File: src/rtl/dcw_pkg.sv
// Shared types, status codes and lookup functions for the date check block.
package dcw_pkg;

    // Status codes
    localparam logic [1:0] ST_OK        = 2'd0;
    localparam logic [1:0] ST_BAD_YEAR  = 2'd1;
    localparam logic [1:0] ST_BAD_MONTH = 2'd2;
    localparam logic [1:0] ST_BAD_DAY   = 2'd3;

    localparam logic [15:0] MIN_YEAR = 16'd1600;
    localparam logic [3:0]  MONTH_JAN = 4'd1;
    localparam logic [3:0]  MONTH_FEB = 4'd2;
    localparam logic [3:0]  MONTH_DEC = 4'd12;

    // floor(x / 100) ~ (x * 1310) >> 17, never high, at most one low for 16-bit x
    localparam int          DIV100_SHIFT = 17;
    localparam logic [10:0] DIV100_MUL   = 11'd1310;
    localparam int          PROD_W       = 27;
    localparam int          CENT_W       = 10;

    typedef struct packed {
        logic [5:0]  day;
        logic [3:0]  month;
        logic [15:0] year;
    } in_word_t;

    typedef struct packed {
        logic [1:0] status;
        logic [2:0] weekday;
    } out_word_t;

    // After range checks and start of the divide by 100
    typedef struct packed {
        logic [5:0]        day;
        logic [3:0]        mz;      // month, Jan/Feb shifted to 13/14
        logic [15:0]       yz;      // year, decremented for Jan/Feb
        logic [PROD_W-1:0] prod;
        logic [1:0]        status;
    } s1_word_t;

    // After century split
    typedef struct packed {
        logic [5:0]        day;
        logic [3:0]        mz;
        logic [CENT_W-1:0] cent;
        logic [6:0]        yoc;     // year of century
        logic              leap;    // leap flag, meaningful for February only
        logic [1:0]        status;
    } s2_word_t;

    // After day check and Zeller sum
    typedef struct packed {
        logic [1:0]  status;
        logic [11:0] hsum;
    } s3_word_t;

    // Days in month, indexed by the shifted month (13 = Jan, 14 = Feb)
    function automatic logic [4:0] month_days(input logic [3:0] mz, input logic leap);
        logic [4:0] len;
        begin
            case (mz)
                4'd4, 4'd6, 4'd9, 4'd11: len = 5'd30;
                4'd14:                   len = leap ? 5'd29 : 5'd28;
                default:                 len = 5'd31;
            endcase
            return len;
        end
    endfunction

    // floor(13 * (m + 1) / 5) for the shifted month 3..14
    function automatic logic [5:0] zel_month(input logic [3:0] mz);
        logic [5:0] t;
        begin
            case (mz)
                4'd3:    t = 6'd10;
                4'd4:    t = 6'd13;
                4'd5:    t = 6'd15;
                4'd6:    t = 6'd18;
                4'd7:    t = 6'd20;
                4'd8:    t = 6'd23;
                4'd9:    t = 6'd26;
                4'd10:   t = 6'd28;
                4'd11:   t = 6'd31;
                4'd12:   t = 6'd33;
                4'd13:   t = 6'd36;
                4'd14:   t = 6'd39;
                default: t = 6'd0;
            endcase
            return t;
        end
    endfunction

endpackage

File: src/rtl/dcw_check.sv
// Stage 1: year and month checks, Jan/Feb shift, reciprocal multiply for /100.
module dcw_check import dcw_pkg::*;
(
    input  logic     clk,
    input  logic     rst_n,
    input  logic     in_valid,
    output logic     in_stall,
    input  in_word_t in_data,
    output logic     out_valid,
    input  logic     out_stall,
    output s1_word_t out_data
);

    logic       valid_reg;
    s1_word_t   data_reg;
    s1_word_t   data_next;
    logic       load;
    logic       early;
    logic [15:0] yz;

    assign in_stall  = valid_reg && out_stall;
    assign load      = in_valid && !in_stall;
    assign out_valid = valid_reg;
    assign out_data  = data_reg;

    // January and February count as months 13 and 14 of the year before
    always_comb
    begin
        early          = (in_data.month == MONTH_JAN) || (in_data.month == MONTH_FEB);
        yz             = early ? (in_data.year - 16'd1) : in_data.year;
        data_next.day  = in_data.day;
        data_next.mz   = early ? (in_data.month + 4'd12) : in_data.month;
        data_next.yz   = yz;
        data_next.prod = {11'd0, yz} * {16'd0, DIV100_MUL};
        if (in_data.year < MIN_YEAR)
            data_next.status = ST_BAD_YEAR;
        else if ((in_data.month == 4'd0) || (in_data.month > MONTH_DEC))
            data_next.status = ST_BAD_MONTH;
        else
            data_next.status = ST_OK;
    end

    always_ff @(posedge clk or negedge rst_n)
    begin
        if (!rst_n)
            valid_reg <= 1'b0;
        else if (!in_stall)
            valid_reg <= in_valid;
    end

    always_ff @(posedge clk)
    begin
        if (load)
            data_reg <= data_next;
    end

endmodule

File: src/rtl/dcw_split.sv
// Stage 2: finish century / year-of-century split and derive the leap flag.
module dcw_split import dcw_pkg::*;
(
    input  logic     clk,
    input  logic     rst_n,
    input  logic     in_valid,
    output logic     in_stall,
    input  s1_word_t in_data,
    output logic     out_valid,
    input  logic     out_stall,
    output s2_word_t out_data
);

    logic              valid_reg;
    s2_word_t          data_reg;
    s2_word_t          data_next;
    logic              load;
    logic [CENT_W-1:0] q;
    logic [16:0]       qx100;
    logic [16:0]       rem_wide;
    logic [7:0]        rem;

    assign in_stall  = valid_reg && out_stall;
    assign load      = in_valid && !in_stall;
    assign out_valid = valid_reg;
    assign out_data  = data_reg;

    // Estimate may be one low; remainder stays below 200, one correction step
    always_comb
    begin
        q        = in_data.prod[DIV100_SHIFT +: CENT_W];
        qx100    = {1'b0, q, 6'd0} + {2'b0, q, 5'd0} + {5'd0, q, 2'd0};
        rem_wide = {1'b0, in_data.yz} - qx100;
        rem      = rem_wide[7:0];
        data_next.day    = in_data.day;
        data_next.mz     = in_data.mz;
        data_next.status = in_data.status;
        if (rem >= 8'd100)
        begin
            data_next.cent = q + {{(CENT_W-1){1'b0}}, 1'b1};
            data_next.yoc  = 7'(rem - 8'd100);
        end
        else
        begin
            data_next.cent = q;
            data_next.yoc  = rem[6:0];
        end
        // Leap test on yz + 1: y%100 == 0 means yz%100 == 99, then y%400 needs cent+1 %4 == 0
        data_next.leap = (in_data.yz[1:0] == 2'b11) &&
                         ((data_next.yoc != 7'd99) || (data_next.cent[1:0] == 2'b11));
    end

    always_ff @(posedge clk or negedge rst_n)
    begin
        if (!rst_n)
            valid_reg <= 1'b0;
        else if (!in_stall)
            valid_reg <= in_valid;
    end

    always_ff @(posedge clk)
    begin
        if (load)
            data_reg <= data_next;
    end

endmodule

File: src/rtl/dcw_zsum.sv
// Stage 3: day-of-month check and Zeller congruence sum.
module dcw_zsum import dcw_pkg::*;
(
    input  logic     clk,
    input  logic     rst_n,
    input  logic     in_valid,
    output logic     in_stall,
    input  s2_word_t in_data,
    output logic     out_valid,
    input  logic     out_stall,
    output s3_word_t out_data
);

    logic       valid_reg;
    s3_word_t   data_reg;
    s3_word_t   data_next;
    logic       load;
    logic [4:0] mlen;

    assign in_stall  = valid_reg && out_stall;
    assign load      = in_valid && !in_stall;
    assign out_valid = valid_reg;
    assign out_data  = data_reg;

    always_comb
    begin
        mlen = month_days(in_data.mz, in_data.leap);
        // Earlier failures win
        if (in_data.status != ST_OK)
            data_next.status = in_data.status;
        else if ((in_data.day == 6'd0) || (in_data.day > {1'b0, mlen}))
            data_next.status = ST_BAD_DAY;
        else
            data_next.status = ST_OK;
        // h = d + 13(m+1)/5 + k + k/4 + c/4 + 5c, below 3700
        data_next.hsum = 12'(in_data.day)
                       + 12'(zel_month(in_data.mz))
                       + 12'(in_data.yoc)
                       + 12'(in_data.yoc[6:2])
                       + 12'(in_data.cent[CENT_W-1:2])
                       + 12'({in_data.cent, 2'b00})
                       + 12'(in_data.cent);
    end

    always_ff @(posedge clk or negedge rst_n)
    begin
        if (!rst_n)
            valid_reg <= 1'b0;
        else if (!in_stall)
            valid_reg <= in_valid;
    end

    always_ff @(posedge clk)
    begin
        if (load)
            data_reg <= data_next;
    end

endmodule

File: src/rtl/dcw_mod7.sv
// Stage 4: reduce the Zeller sum mod 7 and hold the output word.
module dcw_mod7 import dcw_pkg::*;
(
    input  logic      clk,
    input  logic      rst_n,
    input  logic      in_valid,
    output logic      in_stall,
    input  s3_word_t  in_data,
    output logic      out_valid,
    input  logic      out_stall,
    output out_word_t out_data
);

    logic       valid_reg;
    out_word_t  data_reg;
    out_word_t  data_next;
    logic       load;
    logic [4:0] fold1;
    logic [3:0] fold2;
    logic [2:0] wd;

    assign in_stall  = valid_reg && out_stall;
    assign load      = in_valid && !in_stall;
    assign out_valid = valid_reg;
    assign out_data  = data_reg;

    // 8 == 1 mod 7: sum octal digits twice, then one subtract
    always_comb
    begin
        fold1 = 5'(in_data.hsum[2:0]) + 5'(in_data.hsum[5:3])
              + 5'(in_data.hsum[8:6]) + 5'(in_data.hsum[11:9]);
        fold2 = 4'(fold1[2:0]) + 4'(fold1[4:3]);
        wd    = (fold2 >= 4'd7) ? 3'(fold2 - 4'd7) : fold2[2:0];
        data_next.status  = in_data.status;
        data_next.weekday = (in_data.status == ST_OK) ? wd : 3'd0;
    end

    always_ff @(posedge clk or negedge rst_n)
    begin
        if (!rst_n)
            valid_reg <= 1'b0;
        else if (!in_stall)
            valid_reg <= in_valid;
    end

    always_ff @(posedge clk)
    begin
        if (load)
            data_reg <= data_next;
    end

endmodule

File: src/rtl/date_check_and_weekday.sv
// Gregorian date check with Zeller weekday, four-stage pipeline top level.
// Each input word carries a day, month and year and produces exactly one output word
// with a status (0 ok, 1 year below 1600, 2 month outside 1..12, 3 day outside the
// month) and a weekday (0 Saturday through 6 Friday, 0 for any bad date). The block
// keeps no state. A word can enter every cycle while in_stall is low, and its result passes
// through one stage each for the range checks with a reciprocal multiply, the divide-by-100
// correction and leap test, the day check with the Zeller sum, and the mod-7 reduction
// into the output register. Each stage holds its word under stall and refills bubbles,
// so in_stall rises only when all four stages are full and out_stall is high.
module date_check_and_weekday import dcw_pkg::*;
(
    input  logic      clk,
    input  logic      rst_n,
    input  logic      in_valid,
    output logic      in_stall,
    input  in_word_t  in_data,
    output logic      out_valid,
    input  logic      out_stall,
    output out_word_t out_data
);

    logic     s1_valid;
    logic     s1_stall;
    s1_word_t s1_data;
    logic     s2_valid;
    logic     s2_stall;
    s2_word_t s2_data;
    logic     s3_valid;
    logic     s3_stall;
    s3_word_t s3_data;

    dcw_check u_check
    (
        .clk       (clk),
        .rst_n     (rst_n),
        .in_valid  (in_valid),
        .in_stall  (in_stall),
        .in_data   (in_data),
        .out_valid (s1_valid),
        .out_stall (s1_stall),
        .out_data  (s1_data)
    );

    dcw_split u_split
    (
        .clk       (clk),
        .rst_n     (rst_n),
        .in_valid  (s1_valid),
        .in_stall  (s1_stall),
        .in_data   (s1_data),
        .out_valid (s2_valid),
        .out_stall (s2_stall),
        .out_data  (s2_data)
    );

    dcw_zsum u_zsum
    (
        .clk       (clk),
        .rst_n     (rst_n),
        .in_valid  (s2_valid),
        .in_stall  (s2_stall),
        .in_data   (s2_data),
        .out_valid (s3_valid),
        .out_stall (s3_stall),
        .out_data  (s3_data)
    );

    dcw_mod7 u_mod7
    (
        .clk       (clk),
        .rst_n     (rst_n),
        .in_valid  (s3_valid),
        .in_stall  (s3_stall),
        .in_data   (s3_data),
        .out_valid (out_valid),
        .out_stall (out_stall),
        .out_data  (out_data)
    );

endmodule

File: config.mk
export PLATFORM = sky130hd
export DESIGN_NAME = date_check_and_weekday
export DESIGN_NICKNAME = d
export VERILOG_FILES = /design/src/rtl/dcw_pkg.sv /design/src/rtl/dcw_check.sv /design/src/rtl/dcw_split.sv /design/src/rtl/dcw_zsum.sv /design/src/rtl/dcw_mod7.sv /design/src/rtl/date_check_and_weekday.sv
export SDC_FILE = /design/constraint.sdc
export NUM_CORES = 1
export LEC_CHECK = 0
export ABC_CLOCK_PERIOD_IN_PS = 6000
export BUFFER_PORTS_ARGS = -buffer_cell sky130_fd_sc_hd__buf_2
export CORE_MARGIN = 5
export CORE_UTILIZATION = 55
export DETAILED_ROUTE_END_ITERATION = 6
export PLACE_DENSITY = 0.72
export RECOVER_POWER = 50
export SLEW_MARGIN = 20
export SYNTH_ARGS = -nofsm -noshare
export SYNTH_HDL_FRONTEND = slang
export SYNTH_SLANG_ARGS = --single-unit
File: constraint.sdc
create_clock -name clk -period 6 [get_ports clk]
set_input_delay 1.5 -clock clk [delete_from_list [all_inputs] [get_ports clk]]
set_output_delay 1.5 -clock clk [all_outputs]
set_load 0.005 [all_outputs]
# Word level (Yosys, flattened, before mapping)
# Memories as Yosys holds them, arrays and structs flattened. A register that Yosys moved wholly into a read port is not among the register bits.
# Index checks and enable logic that the tools add are counted.
# totals
out_inout_bits,7
mem_count,1
inputBits,30
register_bits,99
word_cells,86
mem_bits_ro,96
# classes
n_eq_ne,10
magnitude_cmp,5
mux,10
reduce_logical,22
addsub,18
n_mul,1
# memory_table
name,words,word_bits,rd,rd_ports_with_merged_regs,wr,line_no,rtl
(name not given),16,6,1,1,0,dcw_pkg.sv:74,case (mz)
# op_table
op,n
multiplier 16 x 10 -> 26 bit (second input constant),1
2-to-1 mux 17 bit,1
adder 8 bit,2
< comparator 16 x 11 -> 1 bit (second input constant),1
2-to-1 mux 16 bit,1
subtractor 16 x 1 -> 16 bit (second input constant),1
adder 12 x 10 -> 12 bit,1
adder 12 bit,1
adder 12 x 5 -> 12 bit,1
adder 12 x 7 -> 12 bit,1
adder 12 x 8 -> 12 bit,1
== test 4 bit (second input constant),3
adder 10 x 1 -> 10 bit (second input constant),1
adder 5 x 3 -> 5 bit,2
case mux 5 bit (2 select lines),1
logical AND 1 bit,9
== test 4 x 3 -> 1 bit (second input constant),2
>= comparator 8 x 7 -> 1 bit (second input constant),1
2-to-1 mux 4 bit,2
subtractor 8 bit,1
adder 6 x 6 -> 7 bit,1
!= test 7 bit (second input constant),1
subtractor 7 bit (second input constant),1
> comparator 6 x 5 -> 1 bit,1
19 further kinds,28

# Longest topological paths before layout
# Gate-level depths: netlist of the first run.
# logic_depth
word_depth,8
ltp_mapped,26

# Cells and area by module
# From an unflattened synthesis of the first run, not the netlist that was laid out.
# unflattened
cells_unflattened,905
hier_area_um2,10037.1
# modules_own_cells
module,instances,cells_each,area_per_inst_um2
dcw_check,1,498,5479.0
dcw_zsum,1,199,2119.5
dcw_split,1,148,1820.5
dcw_mod7,1,60,618.1

# Least setup slack after synthesis of the first run
# No wires, ideal clock.
# synth_path
path_kind,input port to flip-flop
start,input in_data[16] (netlist name)
end,"register u_check.data_reg, in the netlist u_check.out_data[25] (data pin)"
setup_ns,0.136
stages,22
t_arrival_ns,7.621
setup_slack_ns,-1.757
cell_sequence,xor2_1 -> nand2_2 -> or4_4 -> or4_4 -> nor4_4 -> nand2_1 -> xor2_1 -> fa_1 -> inv_1 -> ha_1 -> fa_1 -> fa_1 -> inv_1 -> fa_1 -> inv_1 -> ha_1 -> and4_1 -> o2111ai_1 -> o211ai_1 -> o31a_1 -> or4b_2 -> nand3_1
# synth_lines
element,line_no,rtl
start: declaration,date_check_and_weekday.sv:16,"input in_word_t in_data,"
end signal: assignment,dcw_check.sv:54,data_reg <= data_next;
end: declaration,dcw_check.sv:15,s1_word_t data_reg;

==> results of run 1 <==
-- cell type report --
class,instances,area [µm²],area share (%)
multi-input combinational,554,6090,55.9
sequential,89,2590,23.8
timing repair buffer,139,965,8.85
inverter,182,683,6.27
tap,216,270,2.48
clock buffer,11,254,2.33
clock inverter,5,42.5,0.390
-- cell usage after synthesis (2+ instances only) --
library cell                 n  share of area (%)
sky130_fd_sc_hd__nor4_1      4               0.28
sky130_fd_sc_hd__nand4b_1    2               0.20
sky130_fd_sc_hd__nor2b_1     3               0.21
sky130_fd_sc_hd__a31oi_1     4               0.28
sky130_fd_sc_hd__dfxtp_1     6                1.3
sky130_fd_sc_hd__o21bai_1   10               0.84
sky130_fd_sc_hd__and4_1      4               0.39
sky130_fd_sc_hd__a21oi_1    37                2.1
sky130_fd_sc_hd__edfxtp_1   79                 27
sky130_fd_sc_hd__nand3b_1    2               0.17
sky130_fd_sc_hd__ha_1      161                 23
sky130_fd_sc_hd__or3_1       2               0.14
sky130_fd_sc_hd__o21ai_0    20                1.1
sky130_fd_sc_hd__o22ai_1     5               0.35
sky130_fd_sc_hd__fa_1       78                 18
sky130_fd_sc_hd__or3_2       2               0.17
sky130_fd_sc_hd__and3_1      4               0.28
sky130_fd_sc_hd__mux2i_1     8               0.90
sky130_fd_sc_hd__nand2_1    41                1.7
sky130_fd_sc_hd__a211oi_1    6               0.51
sky130_fd_sc_hd__nand3_1    11               0.62
sky130_fd_sc_hd__dfrtp_1     4                1.1
sky130_fd_sc_hd__a21o_1     12                1.0
sky130_fd_sc_hd__or4_4       2               0.25
sky130_fd_sc_hd__nor3_1     12               0.67
sky130_fd_sc_hd__xnor2_1    42                4.1
sky130_fd_sc_hd__o21a_1      2               0.17
sky130_fd_sc_hd__xor2_1     24                2.4
sky130_fd_sc_hd__inv_1     181                7.6
sky130_fd_sc_hd__o211ai_1    5               0.42
sky130_fd_sc_hd__nor2_1     24                1.0
sky130_fd_sc_hd__nand2b_1    5               0.35
-- registers in the layout, indices dropped and copies added, names as in the netlist, named ones only --
name / cells
u_check.out_data: 30
u_check.out_valid: 1
u_mod7.out_data: 5
u_mod7.out_valid: 1
u_split.out_data: 30
u_split.out_valid: 1
u_zsum.out_data: 14
u_zsum.out_valid: 1
-- worst min-delay path by stage --
stage,startpoint,to,slack (ns),cells after the start
after floorplan,u_check.out_data[0]$_SDFFCE_PN1P_,u_split.out_data[0]$_DFFE_PP_,0.40,0
after global placement,u_check.out_data[0]$_SDFFCE_PN1P_,u_split.out_data[0]$_DFFE_PP_,0.40,0
after detailed placement,u_check.out_data[1]$_SDFFCE_PN0P_,u_split.out_data[1]$_DFFE_PP_,0.41,0
after CTS,u_check.out_data[50]$_DFFE_PP_,u_split.out_data[25]$_DFFE_PP_,0.42,0
after global routing,u_check.out_data[53]$_DFFE_PP_,u_split.out_data[28]$_DFFE_PP_,0.43,0
final,u_check.out_data[50]$_DFFE_PP_,u_split.out_data[25]$_DFFE_PP_,0.42,0
-- what timing repair did --
| item | CTS | global route |
|---|---|---|
| buffers inserted | 10 | 3 |
| pin swaps | 48 | 8 |
| cloned | 0 | 0 |
| resized for setup | 44 | 10 |
| setup endpoints to repair | 10 | 10 |
-- kinds of logic after synthesis --
family                     Yosys count  share of synthesized area (%)
adders and majority gates          239                           40.1
buffers and inverters              182                           7.67
and+or+nand+nor                    127                           7.43
AOI/OAI and AO/OA                  111                           7.74
DFF                                 89                           29.1
xor gates and xnor gates            68                           6.92
muxes                                9                           1.03
-- routing by layer --
layer | wire (µm) | vias up | part of all wire (%) | global-route usage [%]
met1 | 6630 | 2921 | 41 | 22.0
met5 | 0 | - | 0 | 0
li1 | - | 3067 | - | -
met4 | 315 | 0 | 1.9 | 5.65
met3 | 452 | 26 | 2.8 | 2.59
met2 | 8850 | 73 | 54 | 36.3
-- through the flow --
stage	util (%)	hold WS [ns]	setup TNS (ns)	cell area [µm²]
global route	68.6	0.434	-11.26	10900
CTS	68.3	0.424	-8.57	10900
global placement	64.1	0.401	-15.29	10200
finish	68.6	0.425	-9.10	10900
floorplan	-	0.400	-12.58	9050
detailed placement	64.1	0.407	-15.97	10200
==> results.cfg, run 1 <==
[final_layout]
nets = 1244
drive_gt1_share_pct = 21.8
layout_common_cells = 172 x sky130_fd_sc_hd__inv_1, 142 x sky130_fd_sc_hd__ha_1, 95 x sky130_fd_sc_hd__buf_4
num-fill-cells = 1187
layout.cells.non_filler = 1196
n_antenna_cell = 0
area_growth_syn_to_layout_pct = 22.3
layout.cells.most_common = sky130_fd_sc_hd__inv_1

[critical_path]
cpMostUsedCell = sky130_fd_sc_hd__fa_1
crit_start = in_data[17]
worstSetupEndpoint = u_check.out_data[25]$_DFFE_PP_
worst-r2r-setup-slack_ns = 1.05
critical_path_cell_count = 23
critical_path.reg2reg.startpoint = u_split.out_data[24]$_DFFE_PP_
startpoint_type = primary input
r2r_cells = 17
cp_data_arrival_time_ns = 7.26
cp_slowest_cell = sky130_fd_sc_hd__fa_1
r2r-end = u_zsum.out_data[11]$_DFFE_PP_
capturing_element_type_of_the_critical_path = flop
critical_path_rt_ns = 6.21
critPathMaxFanout = 3
critical_path.cell_chain = buf_8 > xor2_4 > nand2_4 > or4_4 > or4_4 > nor4_4 > nand2_2 > xnor2_2 > fa_1 > ha_1 > fa_1 > inv_1 > fa_1 > fa_1 > inv_2 > ha_4 > a21oi_2 > o21bai_1 > a21oi_1 > o211ai_1 > o31a_1 > or4b_4 > nand3_2
setup.worst_path.class = primary input to flop
timing.critical_path.slowest_cell_delay_ns = 0.52
critical-path-top-delay-family = adder cells
cp_num_buf_inv = 3

[logic_synthesis]
synth-seq-area-share_pct = 29.1
synthArstFlopShare_pct = 4.49
synthFlopType = sky130_fd_sc_hd__edfxtp_1
avgSynthCellArea_um2 = 10.8
synth-edff-count = 79
ys_seq_elements = 89
synth.net_count = 1094
synth-warning-count = 0
netlist_instances = 825
synth.cell_area_um2 = 8910
synth.lib_cells_used.distinct = 55

[status]
outcome = finished, violations left
failed_checks = capacitance limit, slew limit, setup timing

[clock_network]
clkTransAtPathRegs_ns = 0.06
clock_sink_count = 89
clock_insertion_delay_worst_skew_ns = 0.34
ctsRootBufferMaster = sky130_fd_sc_hd__clkbuf_16
cts.hold.buffers_added = 0
clock_tree_from_tritoncts = done
cts_buffers = 9
h-tree-depth = 3
cts-root-to-sink-buffers = 2

[grt]
grt_pass1_wl_mm = 28.6
first_global_vias = 6426
grt.overflow.total = 0
antenna_found_initial = 0
aggregate_global_route_resource_usage_pct = 19.0
grt_max_degree = 31

[place]
placement.io_buffers = 36
gpl.final_weighted_congestion = 0.820
dp.cells = 1167
post-dp-hpwl_mm = 13.7
dpl_worst_slack_ns = -1.74

[drt]
routed_via_density = 5.09
initial_drt_pass_iterations = 4
detail_route.wl_per_cell_um = 13.6
remaining_drc_errors = 0
vias = 6087
route.final.wire_length_mm = 16.2
detail_route.iter0.violations = 246
final_antenna_net_count = 0

[sta]
finClkSkew_ns = 0.00635
setup_repair_after_global_routing_missed_its_margin = true
timing.final.max_slew_violations = 31
timing.fmax_mhz = 142
report.final.setup_viol = 10
tightestPinTransition_ns = 1.60
final_hold_violating_endpoints = 0
worst_slew_margin_rel_pct = -6.92
finalWorstSetupSlack_ns = -1.04
timing.final.crit_period_ns = 7.04
min_period_over_period_pct = 117

[floorplanning]
top_level_ports = 37
floorplan.die.height_um = 137
die_area_um2 = 18800
die_span_x_um = 137
row_count = 46
placeableCoreArea_um2 = 15900
initial_core_util_pct = 56.1

[run]
max-cap-violations = 1

[min_path]
hp-class = flop to flop
Power of run 1 is left out: the tool's default activity adds up to more than one toggle a clock period on the data nets, which glitch-free logic cannot reach.
==> run 2, diff against run 1 <==
- REMOVE_ABC_BUFFERS: default -> 1
- SLEW_MARGIN: 20 -> 5
==> run 2 against run 1 <==
  * The run ends with setup timing left
  * First-iteration DRC count is 14% higher
  * Highest routed layer unchanged
  * Critical path type unchanged
  * Setup slack worse by 0.061 ns
  * Register-to-register slack better by 0.05 ns
==> results.cfg, run 2 (synthesis results as in run 1) <==
[sta]
setup_repair_after_global_routing_missed_its_margin = true
min_period_over_period_pct = 118
timing.final.max_slew_violations = 0
finalWorstSetupSlack_ns = -1.10
tightestPinTransition_ns = 1.10
report.final.setup_viol = 10
final_hold_violating_endpoints = 0
timing.fmax_mhz = 141
finClkSkew_ns = 0.00660
timing.hold.ws_ns = 0.419
worst_slew_margin_rel_pct = 26.5
timing.final.crit_period_ns = 7.10

[grt]
first_global_vias = 6335
grt_pass1_wl_mm = 27.9
grt_use_met1_pct = 22.3
grt_max_degree = 31
aggregate_global_route_resource_usage_pct = 18.4
global_route.usage.met2_pct = 33.9
antenna_found_initial = 0
grt.met3_usage_pct = 2.63
grt.overflow.total = 0
globalRoute.busiestLayer = met2

[drt]
initial_drt_pass_iterations = 4
detail_route.iter0.violations = 281
route.final.wire_length_mm = 16.4
remaining_drc_errors = 0
detail_route.wl_per_cell_um = 13.7
vias = 6050
final_antenna_net_count = 0
routed_via_density = 5.06

[floorplanning]
die_area_um2 = 18800
floorplan.die.height_um = 137
row_count = 46
placeableCoreArea_um2 = 15900
top_level_ports = 37
initial_core_util_pct = 56.1
die_span_x_um = 137

[place]
gpl.final_weighted_congestion = 0.829
placement.io_buffers = 36
post-dp-hpwl_mm = 13.3

[clock_network]
clock_tree_from_tritoncts = done
cts-root-to-sink-buffers = 2
cts_buffers = 9
clock_insertion_delay_worst_skew_ns = 0.34
clock_sink_count = 89
clkTransAtPathRegs_ns = 0.07
h-tree-depth = 3
ctsRootBufferMaster = sky130_fd_sc_hd__clkbuf_16

[final_layout]
layout_common_cells = 172 x sky130_fd_sc_hd__inv_1, 148 x sky130_fd_sc_hd__ha_1, 97 x sky130_fd_sc_hd__buf_4
area_growth_syn_to_layout_pct = 21.4
nets = 1243
layout.cells.most_common = sky130_fd_sc_hd__inv_1
drive_gt1_share_pct = 21.7
n_antenna_cell = 0

[run]
max-cap-violations = 0

[critical_path]
capturing_element_type_of_the_critical_path = flop
critical_path_rt_ns = 6.21
setup.worst_path.class = primary input to flop
critPathMaxFanout = 3
startpoint_type = primary input
cp_data_arrival_time_ns = 7.32

[status]
outcome = finished, violations left
failed_checks = setup timing

[min_path]
hp-class = flop to flop
run 2: changes by cell type in the layout (fill, tap and decap cells not counted), sizes merged:
cell	before	now
buf	131	133
bufinv	0	1
clkbuf	19	16
clkinvlp	1	0
run 2: per-stage QoR:
step / instance area, µm² / util, % / setup WS, ns / setup TNS [ns] / cells
floorplan: 8910 / - / -1.76 / -13.90 / 825
global placement: 10100 / 63.3 / -1.70 / -14.55 / 1169
detailed placement: 10100 / 63.3 / -1.85 / -15.66 / 1169
finish: 10800 / 68.1 / -1.10 / -9.68 / 1195
CTS: 10700 / 67.5 / -1.23 / -10.83 / 1194
global route: 10800 / 68.1 / -1.32 / -11.85 / 1195
run 2: metal layers:
| metal | share of wire [%] | vias to the layer above |
|---|---|---|
| met4 | 2.3 | 0 |
| li1 | - | 3069 |
| met5 | 0 | - |
| met2 | 53 | 85 |
| met3 | 2.8 | 32 |
| met1 | 42 | 2864 |
run 2: critical path, stage by stage:
cell	delay (ns)
sky130_fd_sc_hd__buf_8	0.11
sky130_fd_sc_hd__xor2_4	0.19
sky130_fd_sc_hd__nand2_2	0.07
sky130_fd_sc_hd__or4_4	0.43
sky130_fd_sc_hd__or4_4	0.49
sky130_fd_sc_hd__nor2_4	0.15
sky130_fd_sc_hd__xor2_2	0.17
sky130_fd_sc_hd__inv_2	0.08
sky130_fd_sc_hd__xnor2_2	0.13
sky130_fd_sc_hd__ha_1	0.28
sky130_fd_sc_hd__ha_1	0.28
sky130_fd_sc_hd__inv_1	0.04
sky130_fd_sc_hd__fa_1	0.50
sky130_fd_sc_hd__inv_2	0.04
sky130_fd_sc_hd__fa_1	0.53
sky130_fd_sc_hd__inv_1	0.05
sky130_fd_sc_hd__fa_1	0.52
sky130_fd_sc_hd__inv_2	0.05
sky130_fd_sc_hd__ha_4	0.23
sky130_fd_sc_hd__a211oi_2	0.17
sky130_fd_sc_hd__o211ai_1	0.12
sky130_fd_sc_hd__a21oi_2	0.16
sky130_fd_sc_hd__o211ai_1	0.16
sky130_fd_sc_hd__o31a_1	0.29
sky130_fd_sc_hd__or4b_4	0.49
sky130_fd_sc_hd__nand3_2	0.08
run 2: path summary, 6_finish.rpt:
kind,start,endpoint,slack [ns],cells past startpoint
max,in_data[17],u_check.out_data[25]$_DFFE_PP_,-1.10,26
min,u_check.out_data[53]$_DFFE_PP_,u_split.out_data[28]$_DFFE_PP_,0.42,0
max reg2reg,u_split.out_data[24]$_DFFE_PP_,u_zsum.out_data[11]$_DFFE_PP_,1.10,17
min reg2reg,u_check.out_data[53]$_DFFE_PP_,u_split.out_data[28]$_DFFE_PP_,0.42,0
max in group asynchronous,rst_n,u_check.out_valid$_DFFE_PN0N_,4.86,1
min in group asynchronous,rst_n,u_mod7.out_valid$_DFFE_PN0N_,0.96,1
run 2: repair_timing:
| item | in CTS | in global routing |
|---|---|---|
| endpoints found under the setup margin | 10 | 10 |
| hold endpoints to repair | 0 | 0 |
| buffers inserted | 10 | 1 |
| hold buffers | 0 | 0 |
| gates cloned | 0 | 0 |
| resized for setup | 51 | 19 |
| pin swaps | 45 | 10 |
run 2: final cells by class:
cell class | count | area (µm²)
well taps | 216 | 270
multi-input cells | 554 | 5990
flip-flops and latches | 89 | 2590
inverters | 182 | 683
clock buffers | 11 | 254
repair buffers | 138 | 968
fillers | 1190 | 5060
clock inverters | 5 | 67.6
Power of run 2 is left out for the same reason.
